[config.mk]
export PLATFORM = sky130hd
export DESIGN_NAME = escape_arrow_key_decoder_core
export DESIGN_NICKNAME = d
export VERILOG_FILES = /design/src/hw/rtl/eakd_pkg.sv /design/src/hw/rtl/eakd_decode.sv /design/src/hw/rtl/eakd_out_fifo.sv /design/src/hw/rtl/escape_arrow_key_decoder_core.sv
export VERILOG_INCLUDE_DIRS = /design/src /design/src/hw/rtl
export SDC_FILE = /design/constraint.sdc
export NUM_CORES = 1
export LEC_CHECK = 0
export BUFFER_PORTS_ARGS = -buffer_cell sky130_fd_sc_hd__buf_2
export CORE_ASPECT_RATIO = 0.7
export CORE_MARGIN = 5
export CORE_UTILIZATION = 45
export DETAILED_ROUTE_END_ITERATION = 12
export HOLD_SLACK_MARGIN = 0.02
export PLACE_DENSITY = 0.66
export SKIP_LAST_GASP = 1
export SLEW_MARGIN = 10
export SYNTH_ARGS = -nofsm -noshare
export SYNTH_HDL_FRONTEND = slang
export SYNTH_SLANG_ARGS = --single-unit
[constraint.sdc]
create_clock -name i_clk -period 11.2 [get_ports i_clk]
set_clock_uncertainty 0.2 [all_clocks]
set_input_delay 1.12 -clock i_clk [delete_from_list [all_inputs] [get_ports i_clk]]
set_output_delay 1.12 -clock i_clk [all_outputs]
set_load 0.02 [all_outputs]
[src/hw/rtl/escape_arrow_key_decoder_core_macros.svh]
// ----------------------------------------------------------------------------
// Assertion macros for the escape arrow key decoder
// Clocked on i_clk, disabled while i_rst_n is low.
// ----------------------------------------------------------------------------
`ifndef ESCAPE_ARROW_KEY_DECODER_CORE_MACROS_SVH
`define ESCAPE_ARROW_KEY_DECODER_CORE_MACROS_SVH

// same-cycle implication
`define EAKD_ASSERT_IMPL(label, ante, cons) \
    label: assert property (@(posedge i_clk) disable iff (!i_rst_n) \
        (ante) |-> (cons)) else $error("eakd assertion failed");

// next-cycle implication
`define EAKD_ASSERT_NEXT(label, ante, cons) \
    label: assert property (@(posedge i_clk) disable iff (!i_rst_n) \
        (ante) |=> (cons)) else $error("eakd assertion failed");

`endif

[src/hw/rtl/eakd_pkg.sv]
// ----------------------------------------------------------------------------
// eakd_pkg
// Types, codes and helpers shared by the escape arrow key decoder.
// ----------------------------------------------------------------------------
package eakd_pkg;

    localparam logic [1:0] MODE_IDLE = 2'd0;
    localparam logic [1:0] MODE_LEAD = 2'd1;
    localparam logic [1:0] MODE_TAIL = 2'd2;

    localparam logic [7:0] ESC_BYTE      = 8'h1b;
    localparam logic [7:0] CHAR_LBRACKET = 8'h5b;
    localparam logic [7:0] CHAR_O        = 8'h4f;
    localparam logic [7:0] CHAR_A        = 8'h41;
    localparam logic [7:0] CHAR_D        = 8'h44;
    localparam logic [7:0] TICK_MAX      = 8'hff;

    localparam logic [7:0] LEAD_TIMEOUT_RESET = 8'd20;
    localparam logic [7:0] TAIL_TIMEOUT_RESET = 8'd10;

    localparam logic REG_LEAD_TIMEOUT = 1'b0;
    localparam logic REG_TAIL_TIMEOUT = 1'b1;

    localparam int MAX_RESULTS = 3;
    localparam int FIFO_DEPTH  = 4;

    typedef struct packed {
        logic       has_byte;
        logic [7:0] rx_byte;
    } t_poll_word;

    typedef struct packed {
        logic [7:0] key_byte;
        logic       is_arrow;
        logic [1:0] arrow_dir;
        logic       last_of_run;
    } t_key_word;

    typedef struct packed {
        logic [1:0] mode;
        logic [7:0] held_lead;
        logic [7:0] wait_ticks;
    } t_esc_state;

    typedef struct packed {
        logic [7:0] lead_timeout_ticks;
        logic [7:0] tail_timeout_ticks;
    } t_cfg;

    typedef struct packed {
        logic [1:0]                       count;
        t_key_word [MAX_RESULTS-1:0]      words;
    } t_dec_res;

    typedef struct packed {
        logic [2:0] count;
        logic       room;
    } t_fifo_stat;

    function automatic t_key_word mk_raw(input logic [7:0] b);
        t_key_word w;
        w.key_byte    = b;
        w.is_arrow    = 1'b0;
        w.arrow_dir   = 2'd0;
        w.last_of_run = 1'b0;
        return w;
    endfunction

endpackage

[src/hw/rtl/eakd_decode.sv]
// ----------------------------------------------------------------------------
// eakd_decode
// One step of the escape sequence decoder: state and poll in, next state
// and up to three key words out.
// ----------------------------------------------------------------------------
module eakd_decode import eakd_pkg::*; (
    input  t_esc_state i_state,
    input  t_poll_word i_poll,
    input  t_cfg       i_cfg,
    output t_esc_state o_state,
    output t_dec_res   o_res
);

    logic [7:0] b;
    logic [7:0] tick_inc;
    logic [7:0] limit;
    logic       lead_ok_b;
    logic       lead_ok_held;
    logic       tail_ok;
    logic [7:0] dir_full;

    assign b            = i_poll.rx_byte;
    assign tick_inc     = (i_state.wait_ticks == TICK_MAX) ? TICK_MAX
                                                           : i_state.wait_ticks + 8'd1;
    assign limit        = (i_state.mode == MODE_TAIL) ? i_cfg.tail_timeout_ticks
                                                      : i_cfg.lead_timeout_ticks;
    assign lead_ok_b    = b inside {CHAR_LBRACKET, CHAR_O};
    assign lead_ok_held = i_state.held_lead inside {CHAR_LBRACKET, CHAR_O};
    assign tail_ok      = b inside {[CHAR_A:CHAR_D]};
    assign dir_full     = b - CHAR_A;

    always_comb begin
        o_state = i_state;
        o_res   = '0;
        case (i_state.mode)
            MODE_LEAD, MODE_TAIL: begin
                if (i_poll.has_byte) begin
                    o_state.wait_ticks = 8'd0;
                    if (i_state.mode == MODE_LEAD) begin
                        o_state.held_lead = b;
                        if (lead_ok_b) begin
                            o_state.mode = MODE_TAIL;
                        end else begin
                            o_state.mode   = MODE_IDLE;
                            o_res.words[0] = mk_raw(ESC_BYTE);
                            o_res.words[1] = mk_raw(b);
                            o_res.count    = 2'd2;
                        end
                    end else begin
                        o_state.mode = MODE_IDLE;
                        if (lead_ok_held && tail_ok) begin
                            o_res.words[0].is_arrow  = 1'b1;
                            o_res.words[0].arrow_dir = dir_full[1:0];
                            o_res.count              = 2'd1;
                        end else begin
                            o_res.words[0] = mk_raw(ESC_BYTE);
                            o_res.words[1] = mk_raw(i_state.held_lead);
                            o_res.words[2] = mk_raw(b);
                            o_res.count    = 2'd3;
                        end
                    end
                end else begin
                    o_state.wait_ticks = tick_inc;
                    if (tick_inc >= limit) begin
                        o_state.mode   = MODE_IDLE;
                        o_res.words[0] = mk_raw(ESC_BYTE);
                        if (i_state.mode == MODE_TAIL) begin
                            o_res.words[1] = mk_raw(i_state.held_lead);
                            o_res.count    = 2'd2;
                        end else begin
                            o_res.count    = 2'd1;
                        end
                    end
                end
            end
            default: begin
                o_state.mode = MODE_IDLE;
                if (i_poll.has_byte) begin
                    if (b != ESC_BYTE) begin
                        o_res.words[0] = mk_raw(b);
                        o_res.count    = 2'd1;
                    end else begin
                        o_state.mode       = MODE_LEAD;
                        o_state.wait_ticks = 8'd0;
                    end
                end
            end
        endcase

        case (o_res.count)
            2'd1:    o_res.words[0].last_of_run = 1'b1;
            2'd2:    o_res.words[1].last_of_run = 1'b1;
            2'd3:    o_res.words[2].last_of_run = 1'b1;
            default: ;
        endcase
    end

endmodule

[src/hw/rtl/eakd_out_fifo.sv]
// ----------------------------------------------------------------------------
// eakd_out_fifo
// Result queue: takes up to three key words a cycle, hands out one a cycle unless stalled.
// ----------------------------------------------------------------------------
module eakd_out_fifo import eakd_pkg::*; (
    input  logic       i_clk,
    input  logic       i_rst_n,
    input  logic       i_push,
    input  t_dec_res   i_res,
    output logic       o_valid,
    input  logic       i_stall,
    output t_key_word  o_word,
    output t_fifo_stat o_stat
);

    localparam int PW = $clog2(FIFO_DEPTH);
    localparam int CW = $clog2(FIFO_DEPTH + 1);

    t_key_word         r_mem [FIFO_DEPTH];
    logic [PW-1:0]     r_wr;
    logic [PW-1:0]     r_rd;
    logic [CW-1:0]     r_cnt;
    logic [PW-1:0]     n_wr;
    logic [PW-1:0]     n_rd;
    logic [CW-1:0]     n_cnt;
    logic              pop;
    logic [1:0]        push_n;

    assign o_valid = (r_cnt != '0);
    assign o_word  = r_mem[r_rd];
    assign pop     = o_valid && !i_stall;
    assign push_n  = i_push ? i_res.count : 2'd0;

    assign o_stat.count = 3'(r_cnt);
    assign o_stat.room  = (r_cnt <= CW'(FIFO_DEPTH - MAX_RESULTS)) ||
                          (pop && (r_cnt == CW'(FIFO_DEPTH - MAX_RESULTS + 1)));

    assign n_wr  = r_wr + PW'(push_n);
    assign n_rd  = r_rd + PW'(pop);
    assign n_cnt = r_cnt + CW'(push_n) - CW'(pop);

    always_ff @(posedge i_clk) begin
        if (!i_rst_n) begin
            r_wr  <= '0;
            r_rd  <= '0;
            r_cnt <= '0;
        end else begin
            r_wr  <= n_wr;
            r_rd  <= n_rd;
            r_cnt <= n_cnt;
        end
    end

    always_ff @(posedge i_clk) begin
        for (int i = 0; i < MAX_RESULTS; i++) begin
            if (2'(i) < push_n) begin
                r_mem[r_wr + PW'(i)] <= i_res.words[i];
            end
        end
    end

endmodule

[src/hw/rtl/escape_arrow_key_decoder_core.sv]
// ----------------------------------------------------------------------------
// escape_arrow_key_decoder_core: ANSI arrow key decoder with tick timeouts
// An accepted poll word is registered, then decoded and pushed into the queue.
// Throughput: 1 poll word a cycle while each yields at most one key word and
// the output is not stalled; key words leave 1 a cycle from a 4-entry queue,
// and the input stalls while the queue cannot take three more.
// Reset: synchronous active low; idle, empty queue, timeouts 20 and 10.
// ----------------------------------------------------------------------------
module escape_arrow_key_decoder_core import eakd_pkg::*; (
    input  logic       i_clk,
    input  logic       i_rst_n,
    input  logic       i_in_valid,
    output logic       o_in_stall,
    input  t_poll_word i_in_word,
    output logic       o_out_valid,
    input  logic       i_out_stall,
    output t_key_word  o_out_word,
    input  logic       psel,
    input  logic       penable,
    input  logic       pwrite,
    input  logic [2:0] paddr,
    input  logic [31:0] pwdata,
    output logic [31:0] prdata,
    output logic       pready
);

`include "escape_arrow_key_decoder_core_macros.svh"

    t_cfg       r_cfg;
    t_esc_state r_state;
    t_esc_state n_state;
    logic       r_in_valid;
    t_poll_word r_in_word;
    t_dec_res   dec_res;
    t_fifo_stat stat;
    logic       fire;
    logic       accept;
    logic       cfg_wr;

    assign pready = 1'b1;
    assign cfg_wr = psel && penable && pwrite;
    assign prdata = (paddr[2] == REG_TAIL_TIMEOUT) ? {24'd0, r_cfg.tail_timeout_ticks}
                                                   : {24'd0, r_cfg.lead_timeout_ticks};

    always_ff @(posedge i_clk) begin
        if (!i_rst_n) begin
            r_cfg.lead_timeout_ticks <= LEAD_TIMEOUT_RESET;
            r_cfg.tail_timeout_ticks <= TAIL_TIMEOUT_RESET;
        end else if (cfg_wr) begin
            if (paddr[2] == REG_TAIL_TIMEOUT) begin
                r_cfg.tail_timeout_ticks <= pwdata[7:0];
            end else begin
                r_cfg.lead_timeout_ticks <= pwdata[7:0];
            end
        end
    end

    assign fire       = r_in_valid && stat.room;
    assign o_in_stall = r_in_valid && !fire;
    assign accept     = i_in_valid && !o_in_stall;

    always_ff @(posedge i_clk) begin
        if (!i_rst_n) begin
            r_in_valid <= 1'b0;
            r_state    <= '0;
        end else begin
            r_in_valid <= accept || (r_in_valid && !fire);
            if (fire) begin
                r_state <= n_state;
            end
        end
    end

    always_ff @(posedge i_clk) begin
        if (accept) begin
            r_in_word <= i_in_word;
        end
    end

    eakd_decode u_decode (
        .i_state (r_state),
        .i_poll  (r_in_word),
        .i_cfg   (r_cfg),
        .o_state (n_state),
        .o_res   (dec_res)
    );

    eakd_out_fifo u_fifo (
        .i_clk   (i_clk),
        .i_rst_n (i_rst_n),
        .i_push  (fire),
        .i_res   (dec_res),
        .o_valid (o_out_valid),
        .i_stall (i_out_stall),
        .o_word  (o_out_word),
        .o_stat  (stat)
    );

    `EAKD_ASSERT_IMPL(a_fifo_bound, 1'b1, stat.count <= 3'(FIFO_DEPTH))
    `EAKD_ASSERT_NEXT(a_idle_after_burst, fire && (dec_res.count != 2'd0), r_state.mode == MODE_IDLE)
    `EAKD_ASSERT_IMPL(a_arrow_zero_byte, o_out_valid && o_out_word.is_arrow, o_out_word.key_byte == 8'd0)

endmodule
==> metrics.md, run 1 <==
| Metric | Value |
|---|---|
| Chip height | `106 um` |
| Vias | `4714` |
| Setup crit start | `r_state[0]` |
| Via/cell ratio | `5.79` |
| Post-CTS setup buffer count | `0` |
| CP arrival | `4790 ps` |
| DRT Wirelength | `14.6 mm` |
| Fin crit period | `4990 ps` |
| DRC errors left | `0` |
| Max Clock Freq | `200 MHz` |
| Fin area | `0.00640 sq mm` |
| Avg Inst Size Synth | `9.60 sq um` |
| Critical Path Fanout Max | `12` |
| Fill cell count | `1195` |
| H-tree Lvls | `3` |
| CP Data Required Time | `10990 ps` |
| CTS tree | `done` |
| Ports | `98` |
| Placer Congestion | `0.946` |
| Synthesized flop and latch total | `99` |
| Leakage power | `2.38 nW` |
| Hpwl dp | `10.8 mm` |
| Switch Pwr | `0.249 mW` |
| Hold Path Class | `flop to flop` |
| Share of the synthesized area in the top cell type | `0.229` |
| Die X | `147 um` |
| DR pass1 iterations | `6` |
| Internal power | `0.624 mW` |
| Global-route wire length before repair | `23.8 mm` |
| Dpl cells | `798` |
| Sequential share of power | `0.482` |
| Std cell rows | `35` |
| Cts bufs inserted | `9` |
| CP Capture Type | `flop` |
| DP Area | `0.00611 sq mm` |
| Kind of critical path | `flop to flop` |
| PwrDens | `136 mW/mm^2` |
| Reg2reg start | `r_state[0]` |
| Prevailing post-synth register cell | `dfxtp_1` |
| Initial Util | `0.454` |
| Seq/Total Area, Yosys | `0.412` |
| Vias in the first global route | `4550` |
| Leading area contributor after synthesis | `edfxtp_1` |
| Post-Layout Cell Count | `814` |
| Worst skew pair latency | `350 ps` |
| Ant diodes | `0` |
| Sw Ratio | `0.285` |
| RSZ-0062 raised after global routing | `false` |
| Overall fraction of global-route tracks in use | `0.191` |
| Hold wc startpoint | `r_cfg[9]` |
| Setup TNS | `0 ps` |
| Status | `complete, no violations` |
| Clock slew at reported path FFs | `70 ps` |
| Post-synth EDFFs | `45` |
| Post-synth cell types | `62` |
| Hold_buf cts | `0` |
| Clock power share | `0.345` |
| Initial antenna violation count | `0` |
| Fin. Hold Viols | `0` |
| Worst VDD drop | `81.9 uV` |
| Number of max-cap violations | `0` |
| GR Overflow Total | `0` |
| Share of cells above drive strength 1 | `0.156` |
| Clock buffer depth | `2` |
| Synth top area cells | `edfxtp_1, dfxtp_1, nand2_1, mux4_2, a22oi_1` |
| Post-cts repair resize count | `0` |
| Avg WL per Cell | `17.9 um` |
| Final net count | `716` |
| Worst rel slew slack | `0.226` |
| Mapped Cells | `615` |
| Worst setup SP type | `flop` |
| Largest net degree at the start of global routing | `43` |
| Root buffer cell | `clkbuf_16` |
| Die area | `0.0155 sq mm` |
| IO buf count | `46` |
| Part of the power in combinational logic | `0.172` |
| Slew @ Worst Pin | `1160 ps` |
| Final setup vio count | `0` |
| Post-route ant nets | `0` |
| Synth Cell Area | `0.00590 sq mm` |
| Max-slew violation count | `0` |
| Synthesis-to-layout area growth | `8.35%` |
| Period utilization | `0.446` |
| Core area | `0.0130 sq mm` |
| Clock Sink Count | `99` |
| Starting DRT DRC Count | `608` |
| Synth async-reset ratio | `0` |
| Syn. warnings | `0` |
==> power by group through the flow <==
stage / sequential [mW] / combinational (mW) / clock, mW
global route: 0.426 / 0.165 / 0.324
CTS: 0.422 / 0.152 / 0.308
global placement: 0.429 / 0.147 / 0
finish: 0.421 / 0.150 / 0.301
floorplan: 0.408 / 0.136 / 0
detailed placement: 0.430 / 0.151 / 0
==> area by class of cell <==
class                           instances  area, sq um  area share
Inverter                               15         56.3     0.00880
Sequential cell                        99         2430       0.380
Timing Repair Buffer                   50          260      0.0407
Tap cell                              166          208      0.0325
Clock inverter                          4         33.8     0.00528
Clock buffer                           12          256      0.0401
Multi-Input combinational cell        468         3150       0.492
==> logic make-up (layout without fill, tap and decap cells) <==
group                      after synthesis  count (layout)  share of synthesized area
adders and majority gates               22              22                     0.0479
buffers and inverters                   71              81                     0.0691
muxes                                   46              46                      0.105
and+or+nand+nor                        220             220                      0.187
other                                    2              25                    0.00127
DFF                                     99              99                      0.412
xor gates and xnor gates                 8               8                     0.0119
AOI/OAI and AO/OA                      147             147                      0.166
==> path summary, 6_finish.rpt <==
path,end,slack [ps],cells past startpoint
setup / recovery,u_fifo.r_mem[2][7],6210,12
hold / removal,r_cfg[9],280,2
hold reg to reg,r_cfg[9],280,2
setup reg to reg,u_fifo.r_mem[2][7],6210,12
==> per-stage QoR <==
step	setup slack, ps	power, mW	util	hold WS (ps)
CTS	6270	0.882	0.492	278
global placement	6390	0.576	0.469	262
global route	5760	0.914	0.492	313
floorplan	7210	0.543	-	246
detailed placement	6300	0.581	0.469	268
finish	6210	0.872	0.492	277
==> sequential cells by signal, indices dropped and copies added (netlist names) <==
register      flops
u_fifo.r_wr       2
u_fifo.r_mem     48
r_cfg            16
r_in_word         9
u_fifo.r_cnt      3
r_in_valid        1
r_state          18
u_fifo.r_rd       2
==> cell usage in the layout, fill, tap and decap left out, drive strengths merged, types with 2 or more instances in the layout <==
| cell | n |
|---|---|
| a211oi | 4 |
| and4 | 2 |
| mux2i | 25 |
| a22oi | 35 |
| nor2b | 25 |
| a2111oi | 2 |
| a31oi | 4 |
| inv | 16 |
| ha | 21 |
| o21a | 3 |
| and2 | 10 |
| buf | 50 |
| nor4 | 2 |
| clkbuf | 12 |
| edfxtp | 45 |
| o211ai | 2 |
| xor2 | 3 |
| or4 | 4 |
| nand2b | 9 |
| mux2 | 9 |
| nor3 | 6 |
| a21o | 3 |
| and3 | 16 |
| dfxtp | 54 |
| xnor2 | 5 |
| nand4 | 3 |
| o21ai | 23 |
| mux4 | 12 |
| conb | 25 |
| or2 | 5 |
| nand3 | 11 |
| clkinv | 3 |
| a21oi | 48 |
| nor2 | 42 |
| a21boi | 13 |
| or3 | 2 |
| a41oi | 3 |
| nand2 | 79 |
| nor3b | 2 |
==> routing by layer <==
metal  global-route usage  share of wire  vias to the layer above
met4               0.0479          0.011                        0
met2                0.284           0.43                      201
met1                0.285           0.48                     2259
met5                    0              0                        -
met3               0.0361          0.076                       17
li1                     -              -                     2237
==> cell usage after synthesis, types with 3 or more instances <==
master,number
a21o_1,3
nand2_1,79
a41oi_1,3
nor2_1,42
nor2b_1,25
a31oi_1,4
and2_1,9
or2_2,3
dfxtp_1,54
buf_4,28
nand4_1,3
nor3_1,4
a22oi_1,35
inv_1,15
o21a_1,3
mux4_2,12
ha_1,21
nand2b_1,9
clkbuf_1,18
a211oi_2,3
buf_6,4
edfxtp_1,45
nand3_1,11
a21boi_0,13
xnor2_1,5
buf_2,5
mux2_2,9
a21oi_1,48
xor2_1,3
o21ai_0,20
and3_1,15
mux2i_1,25
==> critical path, stage by stage, from the launching register on <==
cell and delay (ps):
dfxtp_1 350, ha_1 270, and3_1 250, nand3_1 250, o21ai_0 190, ha_1 310
and3_1 180, a221oi_1 120, and2_1 210, a21oi_1 730, nand4_1 720, nand2_1 390
or2_1 450
(Power assumes the default switching activity.)
==> run 2: changes to the inputs <==
clock period = 5.2 ns   (was 11.2 ns; I/O delays follow)
==> run 2 against run 1 <==
Clock power grew 110%. Cell area up 0.37%. Global-route usage is 0.11 points higher. First-iteration DRC count is 2.5% higher. Highest routed layer unchanged. Die area is the same.
==> metrics.md, run 2 (synthesis results as in run 1) <==
| Metric | Value |
|---|---|
| Fin. Hold Viols | `0` |
| Max-slew violation count | `0` |
| Clock Sink Count | `99` |
| Vias in the first global route | `4624` |
| Most common cell after layout, fill and taps aside | `nand2_1` |
| Top Usage Layer GRT | `met2` |
| Leakage power | `2.40 nW` |
| H-tree Lvls | `3` |
| IO buf count | `46` |
| Hpwl dp | `10.9 mm` |
| Initial antenna violation count | `0` |
| RSZ-0062 raised after global routing | `false` |
| Commonest cells after routing, fill and taps aside | `nand2_1, dfxtp_1, a21oi_1` |
| Post-cts repair resize count | `0` |
| Placer Congestion | `0.935` |
| Number of flip-flops in the largest register | `48` |
| Final setup vio count | `0` |
| CP Capture Type | `flop` |
| DR pass1 iterations | `5` |
| Initial Util | `0.454` |
| PwrDens | `289 mW/mm^2` |
| Largest net degree at the start of global routing | `43` |
| CP Data Required Time | `5060 ps` |
| Global-route wire length before repair | `23.9 mm` |
| Share of cells above drive strength 1 | `0.159` |
| Clock buffer depth | `2` |
| Critical Path Fanout Max | `14` |
| Avg WL per Cell | `18.1 um` |
| Std cell rows | `35` |
| Met1 Resource Use GR | `0.280` |
| Via/cell ratio | `5.82` |
| Period utilization | `0.871` |
| Worst setup SP type | `flop` |
| Most flops, register | `u_fifo.r_mem` |
| Clock slew at reported path FFs | `60 ps` |
| Chip height | `106 um` |
| GR Overflow Total | `0` |
| Die area | `0.0155 sq mm` |
| Worst rel slew slack | `0.312` |
| Register-to-register setup slack | `670 ps` |
| Ports | `98` |
| Hold Path Class | `primary input to flop` |
| Post-CTS setup buffer count | `0` |
| Hold_buf cts | `0` |
| Worst skew pair latency | `340 ps` |
| Worst VDD drop | `171 uV` |
| CTS tree | `done` |
| Hold_ws | `150 ps` |
| Core area | `0.0130 sq mm` |
| CP arrival | `4390 ps` |
| Status | `complete, no violations` |
| DRC errors left | `0` |
| Post-route ant nets | `0` |
| Met3 Usage GRT | `0.0481` |
| Synthesis-to-layout area growth | `8.75%` |
| Slew @ Worst Pin | `1030 ps` |
| Setup TNS | `0 ps` |
| Vias | `4768` |
| Kind of critical path | `flop to flop` |
| Die X | `147 um` |
| Ant diodes | `0` |
| Max Clock Freq | `221 MHz` |
| Cts bufs inserted | `9` |
| M2 GR Usage | `0.285` |
| Number of max-cap violations | `0` |
| Final net count | `721` |
| Fin crit period | `4530 ps` |
| Root buffer cell | `clkbuf_16` |
| Starting DRT DRC Count | `623` |
| Biggest regs | `u_fifo.r_mem x48, r_state x18, r_cfg x16` |
| Overall fraction of global-route tracks in use | `0.192` |
| DRT Wirelength | `14.8 mm` |
[run 2: cell count changes in the layout (fill, tap and decap cells not counted)]
cell,before,now
buf_4,4,9
clkbuf_1,1,3
clkinv_4,2,0
clkinvlp_4,0,1
inv_8,1,0
[run 2: per-layer routing]
| layer | vias up | wire length (um) |
|---|---|---|
| met3 | 14 | 1200 |
| li1 | 2248 | - |
| met2 | 208 | 6380 |
| met4 | 0 | 143 |
| met1 | 2298 | 7110 |
| met5 | - | 0 |
[run 2: per-stage QoR]
| step | setup slack (ps) | util | power [mW] | cells | cell area [sq um] |
|---|---|---|---|---|---|
| after detailed placement | 753 | 0.472 | 1.25 | 803 | 6140 |
| final | 670 | 0.494 | 1.85 | 819 | 6420 |
| after global routing | 447 | 0.494 | 1.95 | 819 | 6420 |
| after floorplan | 1210 | - | 1.17 | 638 | 5990 |
| after CTS | 742 | 0.494 | 1.88 | 819 | 6420 |
| after global placement | 818 | 0.472 | 1.24 | 803 | 6140 |
[run 2: power by group]
part | leakage (nW) | total [mW] | switching [mW] | internal, mW
logic | 1.42 | 0.325 | 0.177 | 0.148
registers | 0.844 | 0.907 | 0.0656 | 0.842
clock network | 0.133 | 0.622 | 0.271 | 0.350
[run 2: cell type report]
cell class,instances,area [sq um]
clock inverter,2,12.5
fill,1190,6590
tap,166,208
sequential,99,2430
inverter,15,56.3
multi-input combinational,468,3150
timing repair buffer,55,298
clock buffer,14,264
[run 2: critical path, cell delays in order (launching register included)]
cell	delay [ps]
dfxtp_1	330
inv_1	80
ha_1	510
mux2i_1	400
ha_1	310
and3_1	190
a221oi_1	390
and2_1	250
and2_0	450
buf_4	260
or4_4	240
nand2b_1	160
or2_2	440
[run 2: path summary, 6_finish.rpt]
path / startpoint / cells past startpoint / to
max: r_state[16] / 12 / u_fifo.r_mem[1][4]
min: i_in_word[5] / 1 / r_in_word[5]
max reg2reg: r_state[16] / 12 / u_fifo.r_mem[1][4]
min reg2reg: r_cfg[3] / 2 / r_cfg[3]
==> run 3: changes to the inputs <==
PLACE_DENSITY = 0.69   (was 0.66)
clock period = 3.75 ns   (was 5.2 ns; I/O delays follow)
==> run 3 against run 2 <==
Register-to-register slack lost 630 ps. Critical path depth increased by 5. Count of clock-buffer cells in the layout decreased by 2. Sequential cell count stayed put. Critical endpoint is now u_fifo.r_cnt[2].
==> metrics.md, run 3 (synthesis results as in run 1) <==
| Metric | Value |
|---|---|
| Status | `complete, no violations` |
| Kind of critical path | `flop to flop` |
| Post-route worst setup slack | `44.4 ps` |
| Clock buffer depth | `2` |
| Initial antenna violation count | `0` |
| Via/cell ratio | `5.65` |
| Worst VDD drop | `236 uV` |
| Clock slew at reported path FFs | `70 ps` |
| Ports | `98` |
| Core area | `0.0130 sq mm` |
| DRT Wirelength | `15.3 mm` |
| Most common cell after layout, fill and taps aside | `nand2_1` |
| Dpl cells | `845` |
| CTS tree | `done` |
| Overall fraction of global-route tracks in use | `0.200` |
| Critical path's largest stage delay | `440 ps` |
| Number of max-cap violations | `0` |
| Critical Path Fanout Max | `5` |
| Final net count | `772` |
| Hpwl dp | `11.4 mm` |
| Share of cells above drive strength 1 | `0.226` |
| DRC errors left | `0` |
| Part of the power in combinational logic | `0.183` |
| Post-route ant nets | `0` |
| CP cell instances | `ha_4 > and3_4 > nand3_2 > buf_4 > nand2_1 > inv_1 > ha_1 > a31oi_1 > nor2b_1 > o311ai_2 > nand2_1 > nand2_2 > ha_1 > fa_1 > xor2_1 > xnor2_1 > and2_1` |
| GR Overflow Total | `0` |
| Fin. Hold Viols | `0` |
| Root buffer cell | `clkbuf_16` |
| Fin area | `0.00697 sq mm` |
| PwrDens | `390 mW/mm^2` |
| Most flops, register | `u_fifo.r_mem` |
| Internal power | `1.96 mW` |
| Place WS | `-92.0 ps` |
| Synthesis-to-layout area growth | `18.1%` |
| Vias | `4912` |
| Vias in the first global route | `4786` |
| Cts bufs inserted | `9` |
| Initial Util | `0.454` |
| Commonest cells after routing, fill and taps aside | `nand2_1, dfxtp_1, a21oi_1` |
| Crit path buf inv count | `2` |
| Clock Sink Count | `99` |
| Placer Congestion | `0.964` |
| Switch Pwr | `0.754 mW` |
| IO buf count | `46` |
| Worst skew pair latency | `340 ps` |
| DP Area | `0.00652 sq mm` |
| Starting DRT DRC Count | `676` |
| Leakage power | `2.69 nW` |
| DR pass1 iterations | `5` |
| Setup TNS | `0 ps` |
| Biggest regs | `u_fifo.r_mem x48, r_state x18, r_cfg x16` |
| Period utilization | `0.988` |
| Sequential share of power | `0.458` |
| Die X | `147 um` |
| Sw Ratio | `0.278` |
| Global-route wire length before repair | `25.2 mm` |
| Crit-path slowest cell | `fa_1` |
| RSZ-0062 raised after global routing | `true` |
| CP top delay family | `adder cells` |
| Avg WL per Cell | `17.6 um` |
| Max-slew violation count | `0` |
| Clock power share | `0.358` |
| CP Capture Type | `flop` |
| Worst rel slew slack | `0.329` |
| Multi-input logic area | `0.00320 sq mm` |
| Chip height | `106 um` |
| Number of flip-flops in the largest register | `48` |
| Final core utilization | `0.536` |
| CP arrival | `3740 ps` |
| Fin crit period | `3710 ps` |
| Hold Path Class | `primary input to flop` |
| CP Data Required Time | `3780 ps` |
| Largest net degree at the start of global routing | `43` |
| Register-to-register setup slack | `40 ps` |
| Ant diodes | `0` |
| Post-Layout Cell Count | `870` |
| Worst setup SP type | `flop` |
| Post-CTS setup buffer count | `0` |
| Std cell rows | `35` |
| Fill cell count | `1131` |
| H-tree Lvls | `3` |
| Register area | `0.00243 sq mm` |
| Die area | `0.0155 sq mm` |
| Final setup vio count | `0` |
| Max Clock Freq | `270 MHz` |
| Slew @ Worst Pin | `999 ps` |
## run 3: per-stage QoR
| step | total power [mW] | hold slack [ps] |
|---|---|---|
| CTS | 2.74 | 41.8 |
| finish | 2.72 | 53.3 |
| global route | 2.84 | 45.2 |
| global placement | 1.75 | 263 |
| floorplan | 1.62 | 246 |
| detailed placement | 1.76 | 273 |
## run 3: power by group through the flow
stage / Combinational (mW) / Sequential (mW) / Clock, mW
after floorplan: 0.405 / 1.22 / 0
after global placement: 0.481 / 1.27 / 0
after detailed placement: 0.489 / 1.27 / 0
after CTS: 0.498 / 1.25 / 0.997
after global routing: 0.545 / 1.26 / 1.04
final: 0.498 / 1.24 / 0.974
## run 3: tightest hold or removal path, cell delays in order
cell	delay, ps
buf_2	80
nand2_1	40
nand3_1	60
## run 3: timing repair
action	CTS	global route
gates resized for setup	8	4
gates cloned	0	0
endpoints found under the hold margin	9	0
pin swaps	3	1
endpoints found under the setup margin	16	78
hold buffers	9	0
## run 3: per-layer routing
| metal | global-route usage | wire [um] |
|---|---|---|
| met4 | 0.0459 | 179 |
| met2 | 0.289 | 6480 |
| met1 | 0.311 | 7300 |
| met5 | 0 | 0 |
| met3 | 0.0339 | 1330 |
## run 3: area by class of cell
class                      instances  share of cell area
clock buffer                      12              0.0372
clock inverter                     4             0.00808
inverter                          15             0.00808
multi-input combinational        468               0.460
sequential                        99               0.349
tap                              166              0.0298
timing repair buffer             106               0.108
## run 3: path summary, 6_finish.rpt
check | startpoint | end | cells after the start
worst max-delay path | r_state[1] | u_fifo.r_cnt[2] | 17
worst min-delay path | pwdata[4] | r_cfg[12] | 3
worst max register to register | r_state[1] | u_fifo.r_cnt[2] | 17
worst min register to register | r_cfg[5] | r_cfg[5] | 2
